**src/hw/rtl/tdau_pkg.sv**
```systemverilog
// shared types, constants and digit tables for the time of day advance unit
package tdau_pkg;

    localparam int AMOUNT_BITS_DEF = 20;
    localparam int QUEUE_DEPTH_DEF = 16;

    localparam int HOUR_W  = 5;
    localparam int MIN_W   = 6;
    localparam int SEC_W   = 6;
    localparam int MILLI_W = 10;

    localparam int CFG_INDEX_W = 3;
    localparam int CFG_DATA_W  = MILLI_W;

    localparam logic [CFG_INDEX_W-1:0] CFG_START_HOURS   = 3'd0;
    localparam logic [CFG_INDEX_W-1:0] CFG_START_MINUTES = 3'd1;
    localparam logic [CFG_INDEX_W-1:0] CFG_START_SECONDS = 3'd2;
    localparam logic [CFG_INDEX_W-1:0] CFG_START_MILLIS  = 3'd3;

    localparam int OP_W = 3;
    localparam logic [OP_W-1:0] OP_ADD_MILLIS  = 3'd0;
    localparam logic [OP_W-1:0] OP_ADD_SECONDS = 3'd1;
    localparam logic [OP_W-1:0] OP_ADD_MINUTES = 3'd2;
    localparam logic [OP_W-1:0] OP_ADD_HOURS   = 3'd3;
    localparam logic [OP_W-1:0] OP_LOAD        = 3'd4;

    localparam logic [HOUR_W-1:0]  HOUR_MAX   = 5'd23;
    localparam logic [MIN_W-1:0]   MINUTE_MAX = 6'd59;
    localparam logic [SEC_W-1:0]   SECOND_MAX = 6'd59;
    localparam logic [MILLI_W-1:0] MILLI_MAX  = 10'd999;

    localparam int HOURS_PER_DAY    = 24;
    localparam int MINUTES_PER_HOUR = 60;
    localparam int SECONDS_PER_MIN  = 60;
    localparam int MILLIS_PER_SEC   = 1000;

    // digit positions, least significant first
    localparam int DIGITS    = 4;
    localparam int DIG_MILLI = 0;
    localparam int DIG_SEC   = 1;
    localparam int DIG_MIN   = 2;
    localparam int DIG_HOUR  = 3;

    typedef logic [1:0] t_level;

    // reciprocal tables, exact quotient for any dividend below 2**32
    localparam int MAGIC_W = 32;
    localparam logic [MILLI_W-1:0] DIGIT_BASE [DIGITS] =
        '{10'd1000, 10'd60, 10'd60, 10'd24};
    localparam logic [MAGIC_W-1:0] DIGIT_MAGIC [DIGITS] =
        '{32'd2199023256, 32'd2290649225, 32'd2290649225, 32'd2863311531};
    localparam int DIGIT_SHIFT [DIGITS] = '{41, 37, 37, 36};

    typedef enum logic {
        KIND_ADD,
        KIND_LOAD
    } t_kind;

    typedef struct packed {
        t_kind                          kind;
        logic [DIGITS-1:0][MILLI_W-1:0] digit;
    } t_entry;

endpackage

```
**src/hw/rtl/time_of_day_advance_unit.sv**
```systemverilog
// top level of the time of day advance unit
//
// input channel: i_in_valid / o_in_stall with i_operation and i_amount;
// an item adds the amount at milliseconds, seconds, minutes or hours,
// loads the start time, or (unused codes) leaves the time as it is
// output channel: o_out_valid / i_out_stall, one item per input item
// holding the whole time after that item
// configuration: i_cfg_valid / o_cfg_ready write the start registers,
// index 0 hours, 1 minutes, 2 seconds, 3 milliseconds; ready is always high
// from acceptance to o_out_valid an item passes eight register
// stages of reciprocal-multiply digit splitting, the queue write and the digit add
// throughput is one item per cycle while the receiver does not stall, set by the combinational carry add
// on the time digits
// when the receiver stalls the queue fills and o_in_stall rises once all
// QUEUE_DEPTH slots are claimed by items in flight
// reset clears the time and the start registers to zero and empties
// the pipeline
module time_of_day_advance_unit import tdau_pkg::*; #(
    parameter int AMOUNT_BITS = AMOUNT_BITS_DEF,
    parameter int QUEUE_DEPTH = QUEUE_DEPTH_DEF
) (
    input  logic                   i_clk,
    input  logic                   i_rst_n,
    input  logic                   i_in_valid,
    output logic                   o_in_stall,
    input  logic [OP_W-1:0]        i_operation,
    input  logic [AMOUNT_BITS-1:0] i_amount,
    output logic                   o_out_valid,
    input  logic                   i_out_stall,
    output logic [HOUR_W-1:0]      o_hours_now,
    output logic [MIN_W-1:0]       o_minutes_now,
    output logic [SEC_W-1:0]       o_seconds_now,
    output logic [MILLI_W-1:0]     o_millis_now,
    input  logic                   i_cfg_valid,
    output logic                   o_cfg_ready,
    input  logic [CFG_INDEX_W-1:0] i_cfg_index,
    input  logic [CFG_DATA_W-1:0]  i_cfg_data
);

    localparam int CREDIT_W = $clog2(QUEUE_DEPTH + 1);

    logic                r_credit_used;
    logic [CREDIT_W-1:0] r_credit;
    logic                in_accept;
    logic                front_valid;
    t_entry              front_entry;
    logic                queue_not_empty;
    t_entry              queue_entry;
    logic                pop;

    assign o_in_stall  = (r_credit == CREDIT_W'(QUEUE_DEPTH));
    assign in_accept   = i_in_valid && !o_in_stall;
    assign o_cfg_ready = 1'b1;

    always_ff @(posedge i_clk) begin
        if (!i_rst_n) begin
            r_credit      <= '0;
            r_credit_used <= 1'b0;
        end else begin
            r_credit_used <= in_accept;
            if (in_accept && !pop) begin
                r_credit <= r_credit + 1'b1;
            end else if (pop && !in_accept) begin
                r_credit <= r_credit - 1'b1;
            end
        end
    end

    tdau_front #(
        .AMOUNT_BITS (AMOUNT_BITS)
    ) u_front (
        .i_clk       (i_clk),
        .i_rst_n     (i_rst_n),
        .i_valid     (in_accept),
        .i_operation (i_operation),
        .i_amount    (i_amount),
        .o_valid     (front_valid),
        .o_entry     (front_entry)
    );

    tdau_queue #(
        .DEPTH (QUEUE_DEPTH)
    ) u_queue (
        .i_clk        (i_clk),
        .i_rst_n      (i_rst_n),
        .i_push       (front_valid),
        .i_push_entry (front_entry),
        .i_pop        (pop),
        .o_not_empty  (queue_not_empty),
        .o_entry      (queue_entry)
    );

    tdau_back u_back (
        .i_clk         (i_clk),
        .i_rst_n       (i_rst_n),
        .i_cfg_valid   (i_cfg_valid),
        .i_cfg_index   (i_cfg_index),
        .i_cfg_data    (i_cfg_data),
        .i_entry_valid (queue_not_empty),
        .i_entry       (queue_entry),
        .o_pop         (pop),
        .i_out_stall   (i_out_stall),
        .o_out_valid   (o_out_valid),
        .o_hours_now   (o_hours_now),
        .o_minutes_now (o_minutes_now),
        .o_seconds_now (o_seconds_now),
        .o_millis_now  (o_millis_now)
    );

    a_credit_bound: assert property (@(posedge i_clk) disable iff (!i_rst_n)
        r_credit <= CREDIT_W'(QUEUE_DEPTH))
        else $error("item credit beyond queue depth");

    a_credit_step: assert property (@(posedge i_clk) disable iff (!i_rst_n)
        r_credit_used && !$past(pop) |-> r_credit != '0)
        else $error("accepted item not counted");

endmodule

```
**src/hw/rtl/tdau_front.sv**
```systemverilog
// front end: classifies items and splits the amount into time digits
module tdau_front import tdau_pkg::*; #(
    parameter int AMOUNT_BITS = AMOUNT_BITS_DEF
) (
    input  logic                   i_clk,
    input  logic                   i_rst_n,
    input  logic                   i_valid,
    input  logic [OP_W-1:0]        i_operation,
    input  logic [AMOUNT_BITS-1:0] i_amount,
    output logic                   o_valid,
    output t_entry                 o_entry
);

    localparam int CALC_W = (AMOUNT_BITS > MILLI_W) ? AMOUNT_BITS : MILLI_W;
    localparam int PROD_W = CALC_W + MAGIC_W;

    logic              st_valid [DIGITS+1];
    logic [CALC_W-1:0] st_rem   [DIGITS+1];
    t_level            st_level [DIGITS+1];
    t_entry            st_entry [DIGITS+1];

    logic [DIGITS-1:0] r_a_valid;
    logic [PROD_W-1:0] r_a_prod  [DIGITS];
    logic [CALC_W-1:0] r_a_rem   [DIGITS];
    t_level            r_a_level [DIGITS];
    t_entry            r_a_entry [DIGITS];

    logic [DIGITS-1:0] r_b_valid;
    logic [CALC_W-1:0] r_b_rem   [DIGITS];
    t_level            r_b_level [DIGITS];
    t_entry            r_b_entry [DIGITS];

    logic is_add;

    assign is_add      = (i_operation <= OP_ADD_HOURS);
    assign st_valid[0] = i_valid;
    assign st_rem[0]   = is_add ? CALC_W'(i_amount) : '0;
    assign st_level[0] = is_add ? i_operation[1:0] : t_level'(DIG_MILLI);
    assign st_entry[0] = '{kind: (i_operation == OP_LOAD) ? KIND_LOAD : KIND_ADD,
                           digit: '0};

    for (genvar k = 0; k < DIGITS; k++) begin : g_stage
        logic [PROD_W-1:0] quo_full;
        logic [CALC_W-1:0] quo;
        logic [CALC_W-1:0] rmd;
        logic              active;
        t_entry            n_b_entry;

        always_ff @(posedge i_clk) begin
            if (!i_rst_n) begin
                r_a_valid[k] <= 1'b0;
                r_b_valid[k] <= 1'b0;
            end else begin
                r_a_valid[k] <= st_valid[k];
                r_b_valid[k] <= r_a_valid[k];
            end
        end

        always_ff @(posedge i_clk) begin
            r_a_prod[k]  <= PROD_W'(st_rem[k]) * PROD_W'(DIGIT_MAGIC[k]);
            r_a_rem[k]   <= st_rem[k];
            r_a_level[k] <= st_level[k];
            r_a_entry[k] <= st_entry[k];
            r_b_rem[k]   <= active ? quo : r_a_rem[k];
            r_b_level[k] <= r_a_level[k];
            r_b_entry[k] <= n_b_entry;
        end

        always_comb begin
            quo_full  = r_a_prod[k] >> DIGIT_SHIFT[k];
            quo       = quo_full[CALC_W-1:0];
            rmd       = r_a_rem[k] - CALC_W'(quo * CALC_W'(DIGIT_BASE[k]));
            active    = (r_a_level[k] <= t_level'(k));
            n_b_entry = r_a_entry[k];
            if (active) begin
                n_b_entry.digit[k] = rmd[MILLI_W-1:0];
            end
        end

        assign st_valid[k+1] = r_b_valid[k];
        assign st_rem[k+1]   = r_b_rem[k];
        assign st_level[k+1] = r_b_level[k];
        assign st_entry[k+1] = r_b_entry[k];
    end

    assign o_valid = st_valid[DIGITS];
    assign o_entry = st_entry[DIGITS];

endmodule

```
**src/hw/rtl/tdau_queue.sv**
```systemverilog
// item queue between the digit splitter and the time accumulator
module tdau_queue import tdau_pkg::*; #(
    parameter int DEPTH = QUEUE_DEPTH_DEF
) (
    input  logic   i_clk,
    input  logic   i_rst_n,
    input  logic   i_push,
    input  t_entry i_push_entry,
    input  logic   i_pop,
    output logic   o_not_empty,
    output t_entry o_entry
);

    localparam int PTR_W   = $clog2(DEPTH);
    localparam int COUNT_W = $clog2(DEPTH + 1);

    t_entry             r_mem [DEPTH];
    t_entry             r_head;
    logic [PTR_W-1:0]   r_wr_ptr;
    logic [PTR_W-1:0]   r_rd_ptr;
    logic [PTR_W-1:0]   n_wr_ptr;
    logic [PTR_W-1:0]   n_rd_ptr;
    logic [COUNT_W-1:0] r_count;
    logic [COUNT_W-1:0] n_count;

    always_comb begin
        n_count  = r_count;
        n_wr_ptr = r_wr_ptr;
        n_rd_ptr = r_rd_ptr;
        if (i_push && !i_pop) begin
            n_count = r_count + 1'b1;
        end else if (i_pop && !i_push) begin
            n_count = r_count - 1'b1;
        end
        if (i_push) begin
            n_wr_ptr = (r_wr_ptr == PTR_W'(DEPTH - 1)) ? '0 : r_wr_ptr + 1'b1;
        end
        if (i_pop) begin
            n_rd_ptr = (r_rd_ptr == PTR_W'(DEPTH - 1)) ? '0 : r_rd_ptr + 1'b1;
        end
    end

    always_ff @(posedge i_clk) begin
        if (!i_rst_n) begin
            r_wr_ptr <= '0;
            r_rd_ptr <= '0;
            r_count  <= '0;
        end else begin
            r_count  <= n_count;
            r_wr_ptr <= n_wr_ptr;
            r_rd_ptr <= n_rd_ptr;
        end
    end

    // head item is registered, with the incoming item written straight into it when it lands at the read position
    always_ff @(posedge i_clk) begin
        if (i_push) begin
            r_mem[r_wr_ptr] <= i_push_entry;
        end
        if (i_push && (r_wr_ptr == n_rd_ptr)) begin
            r_head <= i_push_entry;
        end else begin
            r_head <= r_mem[n_rd_ptr];
        end
    end

    assign o_not_empty = (r_count != '0);
    assign o_entry     = r_head;

    a_no_overflow: assert property (@(posedge i_clk) disable iff (!i_rst_n)
        i_push && !i_pop |-> r_count != COUNT_W'(DEPTH))
        else $error("queue push while full");

    a_no_underflow: assert property (@(posedge i_clk) disable iff (!i_rst_n)
        i_pop |-> r_count != '0)
        else $error("queue pop while empty");

endmodule

```
**src/hw/rtl/tdau_back.sv**
```systemverilog
// back end: start registers, time digits, load of the clamped start time and digit-wise add with carries
module tdau_back import tdau_pkg::*; (
    input  logic                   i_clk,
    input  logic                   i_rst_n,
    input  logic                   i_cfg_valid,
    input  logic [CFG_INDEX_W-1:0] i_cfg_index,
    input  logic [CFG_DATA_W-1:0]  i_cfg_data,
    input  logic                   i_entry_valid,
    input  t_entry                 i_entry,
    output logic                   o_pop,
    input  logic                   i_out_stall,
    output logic                   o_out_valid,
    output logic [HOUR_W-1:0]      o_hours_now,
    output logic [MIN_W-1:0]       o_minutes_now,
    output logic [SEC_W-1:0]       o_seconds_now,
    output logic [MILLI_W-1:0]     o_millis_now
);

    logic [HOUR_W-1:0]  r_start_hours;
    logic [MIN_W-1:0]   r_start_minutes;
    logic [SEC_W-1:0]   r_start_seconds;
    logic [MILLI_W-1:0] r_start_millis;

    logic [HOUR_W-1:0]  r_hour;
    logic [MIN_W-1:0]   r_minute;
    logic [SEC_W-1:0]   r_second;
    logic [MILLI_W-1:0] r_milli;
    logic               r_out_valid;

    logic [HOUR_W-1:0]  n_hour;
    logic [MIN_W-1:0]   n_minute;
    logic [SEC_W-1:0]   n_second;
    logic [MILLI_W-1:0] n_milli;

    logic [MILLI_W:0]   milli_sum;
    logic [SEC_W:0]     second_sum;
    logic [MIN_W:0]     minute_sum;
    logic [HOUR_W:0]    hour_sum;
    logic               c_milli;
    logic               c_second;
    logic               c_minute;
    logic               pop;

    assign pop = i_entry_valid && (!r_out_valid || !i_out_stall);

    always_comb begin
        milli_sum  = (MILLI_W+1)'(r_milli) + (MILLI_W+1)'(i_entry.digit[DIG_MILLI]);
        c_milli    = (milli_sum >= (MILLI_W+1)'(MILLIS_PER_SEC));
        second_sum = (SEC_W+1)'(r_second) + (SEC_W+1)'(i_entry.digit[DIG_SEC])
                     + (SEC_W+1)'(c_milli);
        c_second   = (second_sum >= (SEC_W+1)'(SECONDS_PER_MIN));
        minute_sum = (MIN_W+1)'(r_minute) + (MIN_W+1)'(i_entry.digit[DIG_MIN])
                     + (MIN_W+1)'(c_second);
        c_minute   = (minute_sum >= (MIN_W+1)'(MINUTES_PER_HOUR));
        hour_sum   = (HOUR_W+1)'(r_hour) + (HOUR_W+1)'(i_entry.digit[DIG_HOUR])
                     + (HOUR_W+1)'(c_minute);

        unique case (i_entry.kind)
            KIND_LOAD: begin
                n_hour   = (r_start_hours > HOUR_MAX) ? HOUR_MAX : r_start_hours;
                n_minute = (r_start_minutes > MINUTE_MAX) ? MINUTE_MAX : r_start_minutes;
                n_second = (r_start_seconds > SECOND_MAX) ? SECOND_MAX : r_start_seconds;
                n_milli  = (r_start_millis > MILLI_MAX) ? MILLI_MAX : r_start_millis;
            end
            KIND_ADD: begin
                n_milli  = c_milli ? MILLI_W'(milli_sum - (MILLI_W+1)'(MILLIS_PER_SEC))
                                   : MILLI_W'(milli_sum);
                n_second = c_second ? SEC_W'(second_sum - (SEC_W+1)'(SECONDS_PER_MIN))
                                    : SEC_W'(second_sum);
                n_minute = c_minute ? MIN_W'(minute_sum - (MIN_W+1)'(MINUTES_PER_HOUR))
                                    : MIN_W'(minute_sum);
                n_hour   = (hour_sum >= (HOUR_W+1)'(HOURS_PER_DAY))
                           ? HOUR_W'(hour_sum - (HOUR_W+1)'(HOURS_PER_DAY))
                           : HOUR_W'(hour_sum);
            end
            default: begin
                n_hour   = r_hour;
                n_minute = r_minute;
                n_second = r_second;
                n_milli  = r_milli;
            end
        endcase
    end

    always_ff @(posedge i_clk) begin
        if (!i_rst_n) begin
            r_start_hours   <= '0;
            r_start_minutes <= '0;
            r_start_seconds <= '0;
            r_start_millis  <= '0;
        end else if (i_cfg_valid) begin
            unique case (i_cfg_index)
                CFG_START_HOURS:   r_start_hours   <= i_cfg_data[HOUR_W-1:0];
                CFG_START_MINUTES: r_start_minutes <= i_cfg_data[MIN_W-1:0];
                CFG_START_SECONDS: r_start_seconds <= i_cfg_data[SEC_W-1:0];
                CFG_START_MILLIS:  r_start_millis  <= i_cfg_data[MILLI_W-1:0];
                default: begin
                end
            endcase
        end
    end

    always_ff @(posedge i_clk) begin
        if (!i_rst_n) begin
            r_hour      <= '0;
            r_minute    <= '0;
            r_second    <= '0;
            r_milli     <= '0;
            r_out_valid <= 1'b0;
        end else begin
            if (pop) begin
                r_hour      <= n_hour;
                r_minute    <= n_minute;
                r_second    <= n_second;
                r_milli     <= n_milli;
                r_out_valid <= 1'b1;
            end else if (!i_out_stall) begin
                r_out_valid <= 1'b0;
            end
        end
    end

    assign o_pop         = pop;
    assign o_out_valid   = r_out_valid;
    assign o_hours_now   = r_hour;
    assign o_minutes_now = r_minute;
    assign o_seconds_now = r_second;
    assign o_millis_now  = r_milli;

    a_digits_in_range: assert property (@(posedge i_clk) disable iff (!i_rst_n)
        r_hour <= HOUR_MAX && r_minute <= MINUTE_MAX && r_second <= SECOND_MAX
        && r_milli <= MILLI_MAX)
        else $error("time digit out of range");

    a_time_held: assert property (@(posedge i_clk) disable iff (!i_rst_n)
        !pop |=> $stable(r_hour) && $stable(r_minute) && $stable(r_second)
        && $stable(r_milli))
        else $error("time changed without an item");

endmodule

```
**config.mk**
```make
export PLATFORM = sky130hd
export DESIGN_NAME = time_of_day_advance_unit
export DESIGN_NICKNAME = d
export VERILOG_FILES = /design/src/hw/rtl/tdau_pkg.sv /design/src/hw/rtl/time_of_day_advance_unit.sv /design/src/hw/rtl/tdau_front.sv /design/src/hw/rtl/tdau_queue.sv /design/src/hw/rtl/tdau_back.sv
export SDC_FILE = /design/constraint.sdc
export NUM_CORES = 2
export LEC_CHECK = 0
export BUFFER_PORTS_ARGS = -buffer_cell sky130_fd_sc_hd__buf_4
export CAP_MARGIN = 20
export CORE_MARGIN = 8
export CORE_UTILIZATION = 55
export DETAILED_ROUTE_END_ITERATION = 10
export PLACE_DENSITY_LB_ADDON = 0.15
export SYNTH_ARGS = -nofsm -noshare
export SYNTH_HDL_FRONTEND = slang
export SYNTH_HIERARCHICAL = 1
export SYNTH_SLANG_ARGS = --single-unit
```
**constraint.sdc**
```tcl
create_clock -name i_clk -period 15.4 [get_ports i_clk]
set_clock_uncertainty 0.15 [all_clocks]
set_input_delay 3.08 -clock i_clk [delete_from_list [all_inputs] [get_ports i_clk]]
set_output_delay 3.08 -clock i_clk [all_outputs]
set_load 0.05 [all_outputs]
```
* Yosys cells after proc, flatten, opt, wreduce, memory -nomap -nowiden
Memories as Yosys holds them, arrays and structs flattened. A register that Yosys moved wholly into a read port is not among the register bits.
Index checks and enable logic that the tools add are counted.
** Operators by class
- Add/subtract/negate cells :: 21
- Multiply operators :: 8
- Order comparisons :: 13
- Equal/unequal tests :: 8
- Muxes and demuxes :: 34
- Bitwise operators :: 1
- Reduce and logical (&&, ||, !) cells :: 21
** Operators with widths (number)
- 20-bit by 32-bit multiplier with 52-bit output (second input constant) :: 3
- 20-bit 2-to-1 mux :: 5
- 10-bit 2-to-1 mux :: 6
- 20-bit by 29-bit multiplier with 49-bit output (second input constant) :: 1
- 10-bit subtractor :: 4
- 15-bit by 4-bit multiplier with 8-bit output (second input constant) :: 2
- 5-bit 2-to-1 mux :: 6
- 6-bit 2-to-1 mux :: 4
- 6-bit one-hot mux with 2 select lines :: 2
- 10-bit one-hot mux with 2 select lines :: 1
- 16-bit by 2-bit multiplier with 7-bit output (second input constant) :: 1
- 6-bit by 7-bit adder with 7-bit output :: 2
- 7-bit by 1-bit adder with 7-bit output :: 2
- 7-bit by 6-bit greater-or-equal comparator with 1-bit output (second input constant) :: 2
- 6-bit greater-than comparator (second input constant) :: 2
- 4-bit 2-to-1 mux :: 3
- 6-bit subtractor (second input constant) :: 2
- 10-bit by 10-bit adder with 11-bit output :: 1
- 11-bit by 10-bit greater-or-equal comparator with 1-bit output (second input constant) :: 1
- 11-bit by 7-bit multiplier with 7-bit output (second input constant) :: 1
- 5-bit by 1-bit adder with 5-bit output (second input constant) :: 2
- 10-bit greater-than comparator (second input constant) :: 1
- 5-bit one-hot mux with 2 select lines :: 1
- 10-bit subtractor (second input constant) :: 1
- 26 further kinds :: 50
** Storage, ports and cells
- Register bits after elaboration :: 81
- Memory bits (writable) :: 1368
- Input port bits :: 41
- Memories :: 8
** Memory list
- u_queue.r_mem :: words 16, width 41, read ports 1, clocked after memory_dff 1, write ports 1, RTL line tdau_queue.sv:17 : t_entry r_mem [DEPTH];
- u_front.r_a_prod :: words 4, width 52, read ports 4, clocked after memory_dff 0, write ports 4, RTL line tdau_front.sv:23 : logic [PROD_W-1:0] r_a_prod [DIGITS];
- u_front.r_a_entry :: words 4, width 41, read ports 4, clocked after memory_dff 0, write ports 4, RTL line tdau_front.sv:26 : t_entry r_a_entry [DIGITS];
- u_front.r_b_entry :: words 4, width 41, read ports 4, clocked after memory_dff 0, write ports 4, RTL line tdau_front.sv:31 : t_entry r_b_entry [DIGITS];
- u_front.r_a_rem :: words 4, width 20, read ports 4, clocked after memory_dff 0, write ports 4, RTL line tdau_front.sv:24 : logic [CALC_W-1:0] r_a_rem [DIGITS];
- u_front.r_b_rem :: words 4, width 20, read ports 3, clocked after memory_dff 0, write ports 4, RTL line tdau_front.sv:29 : logic [CALC_W-1:0] r_b_rem [DIGITS];
- 2 more memories

* Longest topological paths before layout
- Depth after elaboration :: 10
- Depth in mapped cells :: 41
- Gate-level depth less buffers :: 39

* By module
The synthesis kept the hierarchy.
** Modules (own cells, without submodules)
- tdau_front :: times used 1, cells each 3078, area each 32374.8 um2, seq. area each 7287.0 um2
- tdau_queue :: times used 1, cells each 1110, area each 25384.3 um2, seq. area each 20039.2 um2
- tdau_back :: times used 1, cells each 491, area each 4146.5 um2, seq. area each 1101.1 um2
- time_of_day_advance_unit :: times used 1, cells each 45, area each 375.4 um2, seq. area each 100.1 um2

* Least setup slack after synthesis
No wires, ideal clock.
- Kind :: input to register
- From :: in i_operation[2]
- To :: mem u_front/r_a_prod[0][48] (netlist name)
- Arrival :: 9184 ps
- Required time :: 15117 ps
- Slack :: 5933 ps
- Cell stages on the path :: 26
- Cell sequence :: clkbuf_1 clkbuf_1 nand2b_1 inv_1 ha_1 inv_1 fa_1 inv_1 fa_1 fa_1 inv_1 fa_1 inv_1 fa_1 inv_1 fa_1 inv_1 ha_1 a21o_1 a211oi_1 o211ai_1 a211o_1 o211ai_1 a311oi_2 mux2i_1 o2111ai_1
** RTL lines
- start: declaration :: RTL line time_of_day_advance_unit.sv:26 : input logic [OP_W-1:0] i_operation,
- end: declaration :: RTL line tdau_front.sv:23

==> results.md <==
- Outcome: finished, final reports clean
- Clk buf depth: 3
- Worst rel slew slack: 0.2631
- Antenna violations before repair: 0
- Gr usage total: 0.2183
- I/O Pins: 71
- # DRC: 0
- Hold Crit Class: reg -> reg
- First-pass GRT wire length: 183500 um
- Skew-Pair Late Insertion Delay: 660 ps
- Clock slew at reported path FFs: 60 ps
- # H-tree levels: 3
- Fin. Hold Viols: 0
- Synthesized cell area: 53940 um2
- Overflow after GRT: 0
- Worst path max stage delay: 850 ps
- Placed insts: 5505
- Mean post-synth cell area: 12.70 um2
- Max Fanout on Critical Path: 90
- Area of the multi-input gates: 27590 um2
- Top cell by count, worst path: fa_1
- ANT nets after route: 0
- Max VDD drop: 0.1097 mV
- Hold path cells: 0
- Vias in the first global route: 32700
- Detailed Place HPWL: 83350 um
- Final worst slack: 4622 ps
- Worst Path Arrival: 11190 ps
- Clock sinks: 901
- LEAKAGE: 26.66 nW
- First DRT Iteration DRCs: 1943
- Slowest library cell on the worst path: dfxtp_4
- Via density: 5.451
- CTS resizes: 0
- Total CTS buffers: 87
- Yosys Warn Count: 6
- RSZ-0062 raised after global routing: no
- Final TNS setup: 0 ps
- Startpoint types: register
- Starting density of the core: 0.5513
- Clk root buf: clkbuf_16
- Port-buffer cells: 69
- Power Total: 0.01117 W
- Final Cycle Share: 0.6999
- Post-CTS Hold Buffers: 0
- Fmax: 92.78 MHz
- Place WS: 4618 ps
- CTS tree: yes
- Reg area: 23010 um2
- Net Count, Synth: 5397
- # diodes: 0
- GP Congestion: 0.8884
- Die area: 108400 um2
- Slew @ Worst Pin: 1103 ps
- Fraction of layout cells with a size suffix above 1: 0.1013
- Final min period: 10780 ps
- Critical Path RT: 15810 ps
- Row count: 115
- Final design utilization: 0.6008
- Pre-Repair DR Iteration Count: 5
- Die width: 329.2 um
- Largest net degree at the start of global routing: 91
- DR vias: 30890
- Crit Path Category: reg -> reg
- Final Net Count: 5456
- Total Wirelength: 115700 um
- Drt wl/cell: 20.41 um
- Layout fillers: 7805
- Die height: 329.2 um
- Fin. max-slew vios: 0
- R2r worst-path depth: 34
- Fin cells: 5668
- CP endpoint kind: register
- Core Area: 97840 um2
- Final setup fails: 0
- Mapped Cells: 4248
- Max-Cap Viols: 0
- Postcts setup bufs: 0
- Pwr Density: 190.1 nW/um2
- P&R area growth vs syn: 8.965%
## worst max-delay path: cells and delay by family (launching register included)
family / cells / cell delay, ps
flops: 1 / 850
simple gates: 4 / 470
buf+inv: 2 / 670
xor+xnor: 2 / 590
fa+ha+maj: 9 / 3030
compound gates: 14 / 3930
mux: 3 / 940
## metal layers
layer / wire length, um / track usage / up-vias
met5: 0 / 0 / -
met4: 3468 / 0.06776 / 0
met3: 4667 / 0.02706 / 178
met2: 57840 / 0.3866 / 586
met1: 49720 / 0.2799 / 15370
li1: - / - / 14760
## stage by stage
stage / hold WS, ps / cell area (um2)
floorplan: 159.6 / 53940
global placement: 159.7 / 55620
detailed placement: 162.1 / 55620
CTS: 153.1 / 58780
global route: 166.8 / 58780
finish: 152.9 / 58780
## worst paths after layout
check / start / endpoint / slack [ps]
max: register / u_back/o_hours_now[3]$_SDFFE_PN0P_ / 4620
max reg2reg: register / u_back/o_hours_now[3]$_SDFFE_PN0P_ / 4620
min reg2reg: u_front/r_a_rem[3][0]$_DFF_P_ / u_front/r_b_entry[3][30]$_DFF_P_ / 150
min: u_front/r_a_rem[3][0]$_DFF_P_ / u_front/r_b_entry[3][30]$_DFF_P_ / 150
## layout make-up
type | count | share of cell area
Timing Repair Buffer | 98 | 0.01273
Inverter | 710 | 0.04534
Clock inverter | 50 | 0.01118
Sequential cell | 901 | 0.3915
Tap cell | 1287 | 0.02740
Multi-Input combinational cell | 2509 | 0.4694
Clock buffer | 113 | 0.04251
## registers in the layout, summed over array words and instances (netlist names), 10 cells and up, named ones only
signal                 count
u_back/o_millis_now       10
u_back/r_start_millis     10
u_front/r_a_entry         55
u_front/r_a_prod          47
u_front/r_a_rem           63
u_front/r_b_entry         85
u_front/r_b_rem           60
u_queue/r_mem            496
## power by group
part           leakage (nW)  switching, W  internal, W  total [W]
Combinational          17.3       0.00313      0.00247    0.00560
Clock                  1.53      0.000932      0.00135    0.00228
Sequential             7.85      0.000344      0.00295    0.00330
## cell usage in the layout, fill, tap and decap left out, types with 18 or more instances in the layout
master,n
dfxtp_1,403
a211oi_1,23
edfxtp_1,496
a31oi_1,18
ha_1,709
and2_1,38
nor2_1,96
xnor2_1,57
fa_1,399
mux2i_1,30
nand4_1,20
nor2b_1,46
buf_4,97
a21oi_1,105
nand3_1,46
and3_1,24
a21boi_0,31
nand2_1,230
a22oi_1,63
o21ai_0,85
inv_1,709
xor2_1,28
nand2b_1,39
clkbuf_16,90
o211ai_1,21
and2_2,21
nor3_1,29
mux4_2,124
a21o_1,47
No activity file was read; power rests on OpenSTA's default activity.
